<file path="config.mk">
export PLATFORM = sky130hd
export DESIGN_NAME = chss_pos
export DESIGN_NICKNAME = d
export VERILOG_FILES = /design/src/rtl/core/chss_pkg.sv /design/src/rtl/core/chss_pos.sv
export SDC_FILE = /design/constraint.sdc
export NUM_CORES = 1
export LEC_CHECK = 0
export ABC_AREA = 0
export BUFFER_PORTS_ARGS = -buffer_cell sky130_fd_sc_hd__buf_2
export CAP_MARGIN = 0
export CORE_MARGIN = 2
export CORE_UTILIZATION = 40
export DETAILED_ROUTE_END_ITERATION = 12
export GPL_TIMING_DRIVEN = 1
export SYNTH_ARGS = -nofsm -noshare
export SYNTH_HDL_FRONTEND = slang
export SYNTH_SLANG_ARGS = --single-unit
</file>
<file path="constraint.sdc">
create_clock -name clock -period 4.5 [get_ports clock]
set_input_delay 0 -clock clock [delete_from_list [all_inputs] [get_ports clock]]
set_output_delay 0 -clock clock [all_outputs]
set_load 0.05 [all_outputs]
</file>
<file path="src/rtl/core/chss_pkg.sv">
`default_nettype none

package chss_pkg;

   localparam int MAX_WIDTH_DEF  = 2048;
   localparam int MAX_HEIGHT_DEF = 4096;

   localparam int PIX_W   = 8;
   localparam int CHR_W   = 2 * PIX_W;
   localparam int MODE_W  = 2;
   localparam int FW_W    = 12;
   localparam int FH_W    = 13;
   localparam int CSR_AW  = 2;
   localparam int CSR_DW  = 13;

   localparam logic [CSR_AW-1:0] CSR_MODE   = 2'd0;
   localparam logic [CSR_AW-1:0] CSR_WIDTH  = 2'd1;
   localparam logic [CSR_AW-1:0] CSR_HEIGHT = 2'd2;

   localparam logic [MODE_W-1:0] MODE_VPAIR = 2'd0;
   localparam logic [MODE_W-1:0] MODE_HPAIR = 2'd1;
   localparam logic [MODE_W-1:0] MODE_BLOCK = 2'd2;
   localparam logic [MODE_W-1:0] MODE_VQUAD = 2'd3;

   localparam logic [FW_W-1:0] WIDTH_RESET  = 12'd640;
   localparam logic [FH_W-1:0] HEIGHT_RESET = 13'd480;

   typedef struct packed {
      logic row_odd;
      logic row_quad;
      logic col_odd;
      logic frame_end;
   } pix_ctl_type;

endpackage

`default_nettype wire

</file>
<file path="src/rtl/core/chss_pos.sv">
`default_nettype none

module chss_pos
   import chss_pkg::*;
#(
   parameter int MAX_WIDTH  = MAX_WIDTH_DEF,
   parameter int MAX_HEIGHT = MAX_HEIGHT_DEF,
   localparam int CW = (MAX_WIDTH > 2) ? $clog2(MAX_WIDTH) : 1,
   localparam int RW = (MAX_HEIGHT > 2) ? $clog2(MAX_HEIGHT) : 1
) (
   input  wire logic              clock,
   input  wire logic              reset,
   input  wire logic              step,
   input  wire logic [FW_W-1:0]   frame_width,
   input  wire logic [FH_W-1:0]   frame_height,
   output logic      [CW-1:0]     col,
   output pix_ctl_type            ctl
);

   localparam int WC = (FW_W > CW + 1) ? FW_W : CW + 1;
   localparam int HC = (FH_W > RW + 1) ? FH_W : RW + 1;

   logic [CW-1:0] col_ff, col_in;
   logic [RW-1:0] row_ff, row_in;
   logic [WC-1:0] fw_x, eff_w;
   logic [HC-1:0] fh_x, eff_h;
   logic          last_col, last_row;
   logic [1:0]    row_lo;

   always_comb begin
      fw_x  = WC'(frame_width);
      fh_x  = HC'(frame_height);
      eff_w = (fw_x == '0) ? WC'(1) : ((fw_x > WC'(MAX_WIDTH)) ? WC'(MAX_WIDTH) : fw_x);
      eff_h = (fh_x == '0) ? HC'(1) : ((fh_x > HC'(MAX_HEIGHT)) ? HC'(MAX_HEIGHT) : fh_x);
      last_col = (WC'(col_ff) + WC'(1)) >= eff_w;
      last_row = (HC'(row_ff) + HC'(1)) >= eff_h;
      col_in = col_ff;
      row_in = row_ff;
      if (step) begin
         if (last_col) begin
            col_in = '0;
            row_in = last_row ? '0 : row_ff + RW'(1);
         end else begin
            col_in = col_ff + CW'(1);
         end
      end
   end

   always_ff @(posedge clock) begin
      if (reset) begin
         col_ff <= '0;
         row_ff <= '0;
      end else begin
         col_ff <= col_in;
         row_ff <= row_in;
      end
   end

   assign row_lo        = 2'(row_ff);
   assign col           = col_ff;
   assign ctl.row_odd   = row_lo[0];
   assign ctl.row_quad  = (row_lo != 2'd0);
   assign ctl.col_odd   = col_ff[0];
   assign ctl.frame_end = last_col & last_row;

endmodule

`default_nettype wire

</file>
==> impl_results.md <==
- Slew headroom: 0.484
- DRC violations left: 0
- GP Congestion: 0.826
- P&R area growth vs syn: 12.2%
- Sw Ratio: 0.290
- Yosys warnings: 0
- Crit path max fanout: 20
- Vias in the first global route: 1645
- Synth Area per Inst: 7.80 sq um
- Site Rows: 26
- Power Internal: 299 uW
- RSZ-0062 raised after global routing: false
- R2r startpoint: row_ff[0]
- CP endpoint: ctl[0]
- Total number of vias: 1965
- Crit path DAT: 3510 ps
- Vias per cell: 5.37
- WHS: 119 ps
- Clk pwr share: 0.304
- R2R cell count: 14
- Post-Place Cells: 362
- Hold crit path type: in -> reg
- Synth Flop Type: dfxtp_1
- Maximum VDD drop: 0.178 mV
- Setup TNS: 0 ps
- Max Cap Viol: 0
- Post-CTS Hold Buffers: 0
- GRT Overall Usage: 0.166
- Post-CTS Resized: 0
- Tightest Pin Transition: 771 ps
- Non-filler cells, final: 366
- I/O pins: 43
- CTS Root Cell: clkbuf_8
- Final setup violation count: 0
- Critical Path Start: row_ff[0]
- Chip height: 75.7 um
- Initial antenna violation count: 0
- Global route overflow: 0
- Post-Syn Area: 2060 sq um
- Status: complete, no violations
- Post-Syn Nets: 320
- Final wirelength: 4.58 mm
- Pins over their slew limit: 0
- Detail Placement HPWL: 3.55 mm
- Clock buffer depth: 2
- Layout Skew: 2.09 ps
- # diodes: 0
- Lkg Pwr: 1.04 nW
- Pin count of the biggest net entering global routing: 21
- Final worst setup slack: 991 ps
- R2r endpoint: row_ff[11]
- Post-synth EDFFs: 0
- # clock sinks: 23
- H-tree depth: 1
- Synth async-reset ratio: 0
- Flops & latches, synth: 23
- Crit. End Element: primary output
- Final nets: 353
- PD cells: 183 nW/um^2
- Share of cells above drive strength 1: 0.193
- Die X: 75.7 um
- CTS tree: done
- Seq/Total Area, Yosys: 0.224
- Initial Utilization: 0.408
- DRT Pass-1 Iters: 4
- Avg WL per Cell: 12.5 um
- Fin crit period: 3510 ps
- Sequential Power Share: 0.495
- Worst Setup Path Type: reg -> out
- Syn Inst Count: 264
- Sw Pwr: 122 uW
- TritonCTS Buffers: 3
- Post-CTS Setup Inserts: 0
- Required @ worst endpoint: 4500 ps
- Fin util: 0.458
- Hold Vio Cnt, Final: 0
- First-pass GRT wire length: 7.58 mm
- Dominant cells by area after synthesis: dfxtp_1 22%, ha_1 17%, nand2_1 8.9%
- Yosys top cell area share: 0.224
- Clock transition at path regs: 80 ps
- Combinational share of power: 0.201
- Initial DRC count: 79
- ANT nets after route: 0
- Worst R2R Setup Slack: 1150 ps
- Pre-CTS setup slack: 1190 ps
- Fmax: 0.285 GHz
- Final Cycle Share: 0.780
- Critical Path Start Type: flop
- Core area: 5040 sq um
- Post-synth cell types: 42
- Post-synth top area cell: dfxtp_1
- # port buffers: 42
- Worst-Skew Late Latency: 260 ps
- Die area: 5740 sq um
==> synthesized netlist by cell type, drive strengths merged (2+ instances only) <==
| cell type | n |
|---|---|
| a21oi | 14 |
| nor2 | 17 |
| a21o | 3 |
| a32o | 5 |
| nor4 | 4 |
| o21ai | 9 |
| xnor2 | 10 |
| nand4b | 3 |
| ha | 28 |
| o31ai | 2 |
| xor2 | 8 |
| inv | 8 |
| nand2 | 50 |
| dfxtp | 23 |
| or2 | 2 |
| and3 | 3 |
| nand3b | 2 |
| a31oi | 12 |
| nand3 | 24 |
| buf | 10 |
| nand4 | 4 |
| and2 | 2 |
| clkbuf | 5 |
| nand2b | 3 |
| a211oi | 2 |
==> cells by family after synthesis <==
group / synth area share
DFF: 0.224
xor gates and xnor gates: 0.0766
buffers and inverters: 0.0638
and+or+nand+nor: 0.278
AOI/OAI and AO/OA: 0.187
adders and majority gates: 0.170
==> critical path: stages (launching register included) <==
cell and delay (ps):
dfxtp_1 430, ha_1 280, nand2_1 80, nor2_1 180
nand3_1 190, nor2_1 270, xor2_1 180, ha_1 260
a21o_1 180, a21o_1 170, a221o_1 330, a41oi_1 160
buf_4 260, nor2_1 60, buf_2 210
==> placed cells by master, fill, tap and decap left out, types with 4 or more instances in the layout <==
cell type and count:
a32o_1 5, xnor2_1 10, dfxtp_1 23, nor2_1 17
a31oi_1 12, nand4_1 4, o21ai_0 9, nand2_1 49
a21oi_1 13, nor4_1 4, ha_1 28, nand3_1 24
xor2_1 8, inv_1 8, buf_2 42
==> per-layer routing <==
metal  up-vias  part of all wire  global-route usage
met5         -                 0                   0
met4         0            0.0087              0.0253
met3         4             0.038              0.0278
met2        40              0.42               0.250
met1       899              0.53               0.251
li1       1022                 -                   -
==> stage by stage <==
| step | power, mW | instance area [sq um] |
|---|---|---|
| floorplan | 0.274 | 2060 |
| global placement | 0.298 | 2260 |
| detailed placement | 0.298 | 2260 |
| CTS | 0.427 | 2310 |
| global route | 0.447 | 2310 |
| finish | 0.422 | 2310 |
==> power groups by stage <==
stage / Sequential, mW / Combinational, mW / Clock, mW
after floorplan: 0.219 / 0.0544 / 0
after global placement: 0.213 / 0.0843 / 0
after detailed placement: 0.214 / 0.0847 / 0
after CTS: 0.209 / 0.0851 / 0.133
after global routing: 0.210 / 0.0952 / 0.142
final: 0.209 / 0.0848 / 0.128
==> state kept, by name, indices dropped and copies added (netlist names) <==
name	flops
col	11
row_ff	12
==> cell type report <==
cell class | instances | area, sq um
Multi-Input combinational cell | 218 | 1470
Tap cell | 70 | 87.6
Clock buffer | 3 | 41.3
Fill cell | 536 | 2730
Clock inverter | 1 | 5.00
Inverter | 8 | 30.0
Timing Repair Buffer | 43 | 218
Sequential cell | 23 | 460
==> worst min-delay path by stage <==
stage,startpoint,end,cells past startpoint
floorplan,reset,row_ff[11],2
global placement,step,col[2],3
detailed placement,step,col[2],3
CTS,step,col[2],3
global route,step,col[2],3
finish,step,col[2],3
Power figures use the tool's default switching activity.
